<file path="src/rtl/ntt_pkg.sv">
package ntt_pkg;

  localparam int TABLE_DEPTH_DEF = 16;
  localparam int CNT_MAX_W       = 8;

  localparam int NODE_W   = 8;
  localparam int TIME_W   = 64;
  localparam int STATUS_W = 2;
  localparam int COUNT_W  = 5;
  localparam int IN_W     = 80;
  localparam int OUT_W    = 8;

  localparam logic [TIME_W-1:0] EXPIRY_RESET = 64'd300000;

  localparam logic OP_ATTEST = 1'b0;
  localparam logic OP_QUERY  = 1'b1;

  localparam logic [STATUS_W-1:0] ST_OK          = 2'd0;
  localparam logic [STATUS_W-1:0] ST_VERIFY_FAIL = 2'd1;
  localparam logic [STATUS_W-1:0] ST_FULL        = 2'd2;

  typedef enum logic [2:0] {
    S_IDLE = 3'b001,
    S_SCAN = 3'b010,
    S_EVAL = 3'b100
  } state_t;

  typedef struct packed {
    logic zero;
    logic over;
  } alu_flags_t;

endpackage

</file>
<file path="src/rtl/node_trust_table_core.sv">
// channel  dir  signals                      payload
// s        in   s_tvalid s_tready s_tdata    s_tuser: opcode; s_tdata: node_id, verify_ok, now_ms
//                s_tuser
// m        out  m_tvalid m_tready m_tdata    status, trusted, num_entries
// cfg      in   cfg_valid cfg_ready cfg_data expiry_time
//
// One item passes through accept, up to one table read per entry through a
// single shared subtract/compare unit, and an evaluate step that writes back
// and loads the output register.
// Reset (rst, synchronous) empties the table and restores expiry_time.
// A result held in the output register stalls the next item only at its
// final evaluate cycle.
module node_trust_table_core #(
  parameter int TABLE_DEPTH = ntt_pkg::TABLE_DEPTH_DEF
) (
  input  logic                        clk,
  input  logic                        rst,
  input  logic                        s_tvalid,
  output logic                        s_tready,
  input  logic [ntt_pkg::IN_W-1:0]    s_tdata,   // node_id[7:0], verify_ok[8], now_ms[72:9]
  input  logic                        s_tuser,   // opcode[0]
  output logic                        m_tvalid,
  input  logic                        m_tready,
  output logic [ntt_pkg::OUT_W-1:0]   m_tdata,   // status[1:0], trusted[2], num_entries[7:3]
  input  logic                        cfg_valid,
  output logic                        cfg_ready,
  input  logic [ntt_pkg::TIME_W-1:0]  cfg_data   // expiry_time[63:0]
);
  import ntt_pkg::*;

  localparam int IDX_W = (TABLE_DEPTH > 1) ? $clog2(TABLE_DEPTH) : 1;
  localparam int CNT_W = $clog2(TABLE_DEPTH + 1);
  localparam logic [CNT_W-1:0] DEPTH_C = CNT_W'(TABLE_DEPTH);

  state_t              state;
  logic [TIME_W-1:0]   expiry;
  logic                op_q;
  logic [NODE_W-1:0]   node_q;
  logic                vok_q;
  logic [TIME_W-1:0]   now_q;
  logic [CNT_W-1:0]    used;
  logic [CNT_W-1:0]    issue_idx;
  logic                cmp_vld;
  logic [IDX_W-1:0]    cmp_idx;
  logic                hit;
  logic [IDX_W-1:0]    hit_idx;
  logic [NODE_W-1:0]   rd_node;
  logic [TIME_W-1:0]   rd_stamp;
  logic [NODE_W-1:0]   mem_node  [TABLE_DEPTH];
  logic [TIME_W-1:0]   mem_stamp [TABLE_DEPTH];

  logic [TIME_W-1:0]   alu_a;
  logic [TIME_W-1:0]   alu_b;
  alu_flags_t          flags;
  logic                match;
  logic                issue;
  logic                out_free;
  logic                wr_en;
  logic [IDX_W-1:0]    wr_idx;
  logic                full;
  logic [CNT_W-1:0]    used_next;
  logic [STATUS_W-1:0] status_next;
  logic                trusted_next;
  logic [CNT_MAX_W-1:0] used_ext;

  assign s_tready  = (state == S_IDLE);
  assign cfg_ready = 1'b1;

  // shared unit: node compare while scanning, elapsed-time check at evaluate
  always_comb begin
    if (state == S_EVAL) begin
      alu_a = now_q;
      alu_b = rd_stamp;
    end else begin
      alu_a = TIME_W'(node_q);
      alu_b = TIME_W'(rd_node);
    end
  end

  ntt_alu u_alu (
    .a     (alu_a),
    .b     (alu_b),
    .lim   (expiry),
    .flags (flags)
  );

  assign match    = cmp_vld && flags.zero;
  assign issue    = !match && (issue_idx < used);
  assign out_free = !m_tvalid || m_tready;
  assign full     = (used >= DEPTH_C);

  always_comb begin
    status_next  = ST_OK;
    trusted_next = 1'b0;
    wr_en        = 1'b0;
    wr_idx       = hit_idx;
    used_next    = used;
    if (op_q == OP_ATTEST) begin
      priority if (!vok_q) begin
        status_next = ST_VERIFY_FAIL;
      end else if (hit) begin
        wr_en = 1'b1;
      end else if (full) begin
        status_next = ST_FULL;
      end else begin
        wr_en     = 1'b1;
        wr_idx    = used[IDX_W-1:0];
        used_next = used + 1'b1;
      end
    end else begin
      trusted_next = hit && ((now_q == '0) || (expiry == '0) || !flags.over);
    end
  end

  assign used_ext = CNT_MAX_W'(used_next);

  // table storage
  always_ff @(posedge clk) begin
    if (state == S_EVAL && out_free && wr_en) begin
      mem_node[wr_idx]  <= node_q;
      mem_stamp[wr_idx] <= now_q;
    end
    if (state == S_SCAN && issue) begin
      rd_node  <= mem_node[issue_idx[IDX_W-1:0]];
      rd_stamp <= mem_stamp[issue_idx[IDX_W-1:0]];
    end
  end

  always_ff @(posedge clk) begin
    if (s_tvalid && s_tready) begin
      op_q   <= s_tuser;
      node_q <= s_tdata[NODE_W-1:0];
      vok_q  <= s_tdata[NODE_W];
      now_q  <= s_tdata[NODE_W+TIME_W:NODE_W+1];
    end
    if (state == S_SCAN) begin
      cmp_idx <= issue_idx[IDX_W-1:0];
      if (match) begin
        hit_idx <= cmp_idx;
      end
    end
    if (state == S_EVAL && out_free) begin
      m_tdata <= {used_ext[COUNT_W-1:0], trusted_next, status_next};
    end
  end

  always_ff @(posedge clk) begin
    if (rst) begin
      state     <= S_IDLE;
      expiry    <= EXPIRY_RESET;
      used      <= '0;
      issue_idx <= '0;
      cmp_vld   <= 1'b0;
      hit       <= 1'b0;
      m_tvalid  <= 1'b0;
    end else begin
      if (cfg_valid && cfg_ready) begin
        expiry <= cfg_data;
      end
      if (state == S_EVAL && out_free) begin
        m_tvalid <= 1'b1;
      end else if (m_tready) begin
        m_tvalid <= 1'b0;
      end
      unique case (state)
        S_IDLE: begin
          if (s_tvalid) begin
            state     <= S_SCAN;
            issue_idx <= '0;
            cmp_vld   <= 1'b0;
            hit       <= 1'b0;
          end
        end
        S_SCAN: begin
          if (match) begin
            hit   <= 1'b1;
            state <= S_EVAL;
          end else if (issue) begin
            issue_idx <= issue_idx + 1'b1;
            cmp_vld   <= 1'b1;
          end else begin
            state <= S_EVAL;
          end
        end
        S_EVAL: begin
          if (out_free) begin
            used  <= used_next;
            state <= S_IDLE;
          end
        end
        default: begin
          state <= S_IDLE;
        end
      endcase
    end
  end

  a_state_onehot: assert property (@(posedge clk) disable iff (rst) $onehot(state))
    else $error("state register not one-hot");

  a_used_bound: assert property (@(posedge clk) disable iff (rst) used <= DEPTH_C)
    else $error("entry count above table depth");

  a_used_step: assert property (@(posedge clk) disable iff (rst)
      (!$past(rst) && (used != $past(used))) |-> (used == $past(used) + 1'b1))
    else $error("entry count moved by more than one");

  a_result_from_eval: assert property (@(posedge clk) disable iff (rst)
      (!$past(rst) && $rose(m_tvalid)) |-> ($past(state) == S_EVAL))
    else $error("result raised outside evaluate");

endmodule

</file>
<file path="src/rtl/ntt_alu.sv">
module ntt_alu (
  input  logic [ntt_pkg::TIME_W-1:0] a,
  input  logic [ntt_pkg::TIME_W-1:0] b,
  input  logic [ntt_pkg::TIME_W-1:0] lim,
  output ntt_pkg::alu_flags_t        flags
);
  import ntt_pkg::*;

  logic [TIME_W-1:0] diff;

  // wrapping difference, tested for zero and against the limit
  assign diff       = a - b;
  assign flags.zero = (diff == '0);
  assign flags.over = (diff > lim);

endmodule

</file>
<file path="config.mk">
export PLATFORM = sky130hd
export DESIGN_NAME = node_trust_table_core
export DESIGN_NICKNAME = d
export VERILOG_FILES = /design/src/rtl/ntt_pkg.sv /design/src/rtl/node_trust_table_core.sv /design/src/rtl/ntt_alu.sv
export SDC_FILE = /design/constraint.sdc
export NUM_CORES = 1
export LEC_CHECK = 0
export BUFFER_PORTS_ARGS = -buffer_cell sky130_fd_sc_hd__buf_2
export CORE_MARGIN = 2
export CORE_UTILIZATION = 25
export DETAILED_ROUTE_END_ITERATION = 8
export SLEW_MARGIN = 20
export SYNTH_ARGS = -nofsm -noshare
export SYNTH_HDL_FRONTEND = slang
export SYNTH_SLANG_ARGS = --single-unit
</file>
<file path="constraint.sdc">
create_clock -name clk -period 6.45 [get_ports clk]
set_input_delay 0.3225 -clock clk [delete_from_list [all_inputs] [get_ports clk]]
set_output_delay 0.3225 -clock clk [all_outputs]
set_load 0.05 [all_outputs]
</file>
# Word level (Yosys, flattened, before mapping)
# Memories as Yosys holds them, arrays and structs flattened. A register that Yosys moved wholly into a read port is not among the register bits.
# Cells that the tools add are included.
# word_totals
ramBits	1152
regBits	170
n_memories	2
input_bits	150
wordCells	95
# classes
add_sub_neg	3
n_bitwise	1
eq_ne	9
reduce_logical	24
mux	36
n_lt_le_gt_ge	3
# mem_list
name	words	word_bits	rd	rd_clocked_by_memory_dff	wr	line	source
mem_stamp	16	64	1	1	1	node_trust_table_core.sv:50	logic [TIME_W-1:0] mem_stamp [TABLE_DEPTH];
mem_node	16	8	1	1	1	node_trust_table_core.sv:49	logic [NODE_W-1:0] mem_node [TABLE_DEPTH];
# ops
cell	n
$logic_not 64->1	3
$mux 64	2
$gt 64x64->1	1
$sub 64x64->64	1
$mux 5	7
$mux 4	4
$mux 1	14
$mux 3	4
$add 5x1->5 const B	2
$ne 2x2->1 const B	5
$pmux 5 s2	1
$pmux 3 s3	1
$logic_and 1x1->1	7
$reduce_and 3->1	2
$ge 5x5->1 const B	1
$lt 5x5->1	1
$pmux 1 s2	2
$reduce_and 2->1	2
$reduce_and 4->1	1
$reduce_bool 2->1	2
$eq 3x1->1 const B	1
$eq 3x2->1 const B	1
$eq 3x3->1 const B	1
$logic_not 1->1	3
other kinds (5)	7

# Longest topological paths before layout
# logic_depth
depth_word	10
mapped_depth	28
depth_no_buf	25

# Cells and area by module
# A second synthesis with hierarchy kept.
# unflattened
cells_unflattened	3210
area_unflattened_um2	58831.4
# by_module_without_submodules
module	area_per_inst_um2	instances	cells_each
node_trust_table_core	52819.4	1	2304
ntt_alu	6012.0	1	906

# Worst setup path after synthesis
# Ideal clock, no wire load.
# synth_path
path_type	register to register
start	register state[2]
end	register issue_idx[2]
arrival_time_ps	6454
path_stages_with_launch	21
path_slack_ps	-63
synth_period_minus_slack_ps	6513
setup_time_ps	59
cell_sequence	dfxtp_1 -> nor3b_1 -> clkbuf_1 -> buf_1 -> mux2i_1 -> ha_1 -> inv_1 -> fa_1 -> a211oi_2 -> nor3b_1 -> o21ba_2 -> or3_1 -> a2111oi_0 -> nand4b_1 -> or4b_1 -> or4_1 -> or4_1 -> o21ai_2 -> inv_2 -> nor3_2 -> a21o_1
# synth_via
elab_chain_len	9
# synth_lines
element	line	source
start: declaration	node_trust_table_core.sv:35	state_t state;
start signal: assignment	node_trust_table_core.sv:149	state <= S_IDLE;
start signal: assignment	node_trust_table_core.sv:168	state <= S_SCAN;
start signal: assignment	node_trust_table_core.sv:177	state <= S_EVAL;
$eq 3x3->1	node_trust_table_core.sv:71	if (state == S_EVAL) begin
$mux 64	node_trust_table_core.sv:71	
$sub 64x64->64	ntt_alu.sv:12	assign diff = a - b;
$logic_not 64->1	ntt_alu.sv:13	assign flags.zero = (diff == '0);
$logic_and 1x1->1	node_trust_table_core.sv:87	assign match = cmp_vld && flags.zero;
$logic_not 1->1	node_trust_table_core.sv:88	assign issue = !match && (issue_idx < used);
$logic_and 1x1->1	node_trust_table_core.sv:88	
$ne 2x2->1 (no source line)	-	
$reduce_and 4->1 (no source line)	-	
end signal: assignment	node_trust_table_core.sv:179	issue_idx <= issue_idx + 1'b1;
end: declaration	node_trust_table_core.sv:42	logic [CNT_W-1:0] issue_idx;
# Parallel ways exist; a longest one is shown, timed or not.
# A chain may end at the register's enable or synchronous reset.

# Worst setup path after layout
# layout_path
start	register state[2]
end	register hit_idx[3] (enable)
# layout_via
elab_chain_len	6
# layout_lines
element	line	source
$eq 3x3->1	node_trust_table_core.sv:71	
$mux 64	node_trust_table_core.sv:71	
$sub 64x64->64	ntt_alu.sv:12	
$logic_not 64->1	ntt_alu.sv:13	
$logic_and 1x1->1	node_trust_table_core.sv:87	
$reduce_and 2->1 (no source line) (*)	-	
end signal: assignment	node_trust_table_core.sv:139	hit_idx <= cmp_idx;
end: declaration	node_trust_table_core.sv:46	logic [IDX_W-1:0] hit_idx;
# Every way passes the cells marked *; elsewhere a longest branch is shown, timed or not.

==> out/summary.md <==
Outcome
* status: completed

Logic synthesis
* Mapped Cells: 3334
* dominant register cell in the synthesized netlist: sky130_fd_sc_hd__edfxtp_1
* cells taking the most area after synthesis: sky130_fd_sc_hd__edfxtp_1, sky130_fd_sc_hd__mux4_2, sky130_fd_sc_hd__ha_1
* synthesized area: 59100 um^2
* area share of the largest cell type after synthesis: 0.668
* post-synthesis average cell area: 17.7 um^2
* FFs w/ async S/R, synth: 0
* count of cell types in the netlist: 85
* Post-synth EDFFs: 1314
* dominant cell type by area after synthesis: sky130_fd_sc_hd__edfxtp_1
* sequential cell area fraction in the yosys report: 0.695
* total of flip-flops plus latches after synthesis: 1394
* Synth Warn #: 0
* net count after synthesis: 3619

GRT
* most congested layer reported by global routing: met2
* initial antenna violation count: 20
* pin count of the biggest net entering global routing: 150
* met2 track demand over resource in global routing: 0.226
* met1 routing resource usage after global routing: 0.188
* global-route track usage on met3: 0.0217
* overall track demand over capacity in global routing: 0.137
* global-route wire length before repair: 242000 um
* total gr overflow: 0
* vias in the first global route: 33712

Timing
* Max transition margin: 0.254
* final setup fails: 0
* Worst Max-Slew Pin Slew: 1.12 ns
* peak clock frequency supported by timing: 0.159 GHz
* final critical-path share of the clock period: 0.972
* setup_tns: 0 ns
* Min Clock Period, post-route: 6.27 ns
* total count of hold-check failures in the final report: 0
* worst-case clock skew: 0.0307 ns
* number of pins with negative max-slew slack in the final report: 0

Clocking
* Clock Latency Late Sink: 0.78 ns
* CTS root buffer: sky130_fd_sc_hd__clkbuf_16
* Worst-path clk slew: 0.06 ns
* Clock Path Buffers: 3
* total number of clock tree sinks: 1394
* Num CTS Buffers: 143
* H-tree levels: 4
* clock tree from TritonCTS: yes

Route
* Pre-antenna DRT Iters: 5
* Avg Vias per Cell: 4.75
* antenna-violating nets left: 0
* number of design rule violations left after detail routing: 0
* vias: 33457
* total wire length: 169000 um
* routed wirelength normalized by instance count: 24.0 um
* count of routing violations after the opening detailed-route iteration: 3554

Placed design
* DP HPWL: 103000 um
* # port buffers: 152
* routability cong.: 0.890

Hold path
* Hold EP: used[0]$_SDFFE_PP0P_
* worst hold-check path type: in -> reg
* count of cells along the worst hold path: 3
* hold path startpoint: rst

Floorplan
* row cnt: 178
* core area: 235000 um^2
* floorplan die height: 490 um
* number of placed I/O pins: 161
* Die Outline Area: 240000 um^2
* starting density of the core: 0.251
* horizontal die dimension: 490 um

Pwr
* power density over the cells: 299 nW/um^2
* leakage dissipation: 0.0230 uW
* peak supply drop: 0.000208 V
* overall power of the completed layout: 21200 uW

Setup path
* nature of the critical path endpoint: register
* CP required: 6.94 ns
* Max FO, Critical Path: 10
* Register-to-Register Setup Slack: 0.18 ns
* crit path launch type: register
* category of the most critical setup path: reg -> reg
* endpoint of the worst-slack reg-to-reg timing path: hit_idx[3]$_DFFE_PP_
* Crit Reg-Reg Startpoint: state[2]$_SDFFE_PP0P_
* number of cells traversed by the worst register-to-register path: 18
* Crit path arrival time: 6.76 ns

Finish
* number of nets in the layout: 4068
* most frequent standard cell in the layout excluding fill and tap cells: sky130_fd_sc_hd__edfxtp_1
* register cell area after layout: 41100 um^2
* combined area of the multi-input logic cells: 17300 um^2
* top library cells by usage in the layout, fill and taps aside: sky130_fd_sc_hd__edfxtp_1, sky130_fd_sc_hd__mux4_2, sky130_fd_sc_hd__nand2_1
* number of filler instances in the final layout: 23180
* area growth from synthesis to layout: 20.0%
* layout cell share with drive strength beyond 1: 0.239

Flow run
* total of max-cap violations: 0

[cells in the mapped netlist, drive strengths merged (4+ instances only)]
| cell | n |
|---|---|
| nor3b | 8 |
| a2111oi | 6 |
| nor4 | 46 |
| or2 | 4 |
| edfxtp | 1314 |
| a211oi | 21 |
| a31oi | 17 |
| dfxtp | 80 |
| o21ai | 90 |
| a21o | 58 |
| clkbuf | 103 |
| xnor2 | 24 |
| o211ai | 17 |
| or3 | 22 |
| a21oi | 118 |
| o21bai | 9 |
| nand4 | 44 |
| a21boi | 6 |
| or4b | 5 |
| a221o | 4 |
| o21a | 12 |
| nand2b | 14 |
| buf | 44 |
| inv | 92 |
| o211a | 4 |
| o311ai | 5 |
| and4 | 21 |
| ha | 134 |
| xor2 | 22 |
| mux2 | 9 |
| and3 | 10 |
| or4 | 18 |
| nor2b | 11 |
| o31ai | 8 |
| nand3 | 25 |
| nand2 | 174 |
| nor2 | 146 |
| nor3 | 33 |
| mux4 | 360 |
| and2 | 78 |
| mux2i | 67 |
[cells by family after synthesis]
family	share of synthesized area
simple gates	0.0584
compound gates	0.0453
other cells	0.0000635
buf+inv	0.0153
xor+xnor	0.00682
flops	0.695
fa+ha+maj	0.0287
mux	0.150
[worst max path at each step]
stage / startpoint / end / slack (ns) / depth (start not counted)
6_report: state[2]$_SDFFE_PP0P_ / hit_idx[3]$_DFFE_PP_ / 0.18 / 18
5_1_grt: state[2]$_SDFFE_PP0P_ / hit_idx[3]$_DFFE_PP_ / -0.005 / 18
4_1_cts: state[0]$_SDFFE_PP1P_ / hit_idx[3]$_DFFE_PP_ / 0.01 / 18
3_5_place_dp: state[2]$_SDFFE_PP0P_ / hit_idx[2]$_DFFE_PP_ / 0.02 / 18
3_3_place_gp: state[2]$_SDFFE_PP0P_ / hit_idx[0]$_DFFE_PP_ / -0.04 / 18
2_1_floorplan: state[2]$_SDFFE_PP0P_ / hit_idx[0]$_DFFE_PP_ / 0.1 / 18
[repair_timing]
item	4_1_cts	5_1_grt
gates resized for setup	0	12
setup endpoints to repair	0	44
hold endpoints to repair	141	0
buffers inserted	0	6
hold buffers	140	0
[flip-flops by register name (all words and copies together), names as in the netlist, 3 cells and up]
name       count
issue_idx      5
used           5
now_q         64
rd_node        8
m_tdata        8
node_q         8
cmp_idx        4
hit_idx        4
mem_node     128
mem_stamp   1024
rd_stamp      64
expiry        64
state          3
[routing by layer]
metal / vias up / wire length, um
met4: 4 / 4010
met3: 225 / 10200
met1: 17661 / 73400
li1: 14505 / -
met2: 1062 / 81700
met5: - / 23
[area by class of cell]
cell class	count	area share
diodes	6	0.000212
clock buffers	170	0.0524
multi-input cells	1700	0.244
well taps	3150	0.0556
repair buffers	451	0.0524
flip-flops and latches	1394	0.580
clock inverters	85	0.0110
inverters	93	0.00500
[critical path, cell delays in order (launching register included)]
cell and delay [ns]:
sky130_fd_sc_hd__dfxtp_1 0.36, sky130_fd_sc_hd__nor3b_4 0.25, sky130_fd_sc_hd__clkbuf_16 0.21, sky130_fd_sc_hd__mux2i_1 0.21, sky130_fd_sc_hd__ha_2 0.24, sky130_fd_sc_hd__inv_1 0.08, sky130_fd_sc_hd__fa_2 0.43, sky130_fd_sc_hd__a211oi_4 0.32
sky130_fd_sc_hd__nor2_1 0.10, sky130_fd_sc_hd__xor2_1 0.16, sky130_fd_sc_hd__or4b_1 0.53, sky130_fd_sc_hd__or4_1 0.41, sky130_fd_sc_hd__or4_1 0.42, sky130_fd_sc_hd__nor4_2 0.26, sky130_fd_sc_hd__or4b_4 0.52, sky130_fd_sc_hd__or4_1 0.51
sky130_fd_sc_hd__or4_4 0.51, sky130_fd_sc_hd__nor4_2 0.27, sky130_fd_sc_hd__buf_4 0.20
[where the power goes]
group          internal [uW]  total, uW  switching, uW
combinational           1140       2860           1730
sequential             10100      10300            182
clock                   4500       8020           3520
[stage by stage]
| stage | hold slack, ns | util | instances | area, um^2 | setup slack, ns |
|---|---|---|---|---|---|
| 2_1_floorplan | 0.400 | - | 3334 | 59100 | 0.0968 |
| 3_3_place_gp | 0.407 | 0.275 | 6638 | 64800 | -0.0423 |
| 3_5_place_dp | 0.411 | 0.276 | 6640 | 64800 | 0.0156 |
| 4_1_cts | 0.128 | 0.301 | 7035 | 70700 | 0.0122 |
| 5_1_grt | 0.224 | 0.301 | 7046 | 70900 | -0.00479 |
| 6_report | 0.181 | 0.301 | 7049 | 70900 | 0.180 |
Power figures use the tool's default switching activity.
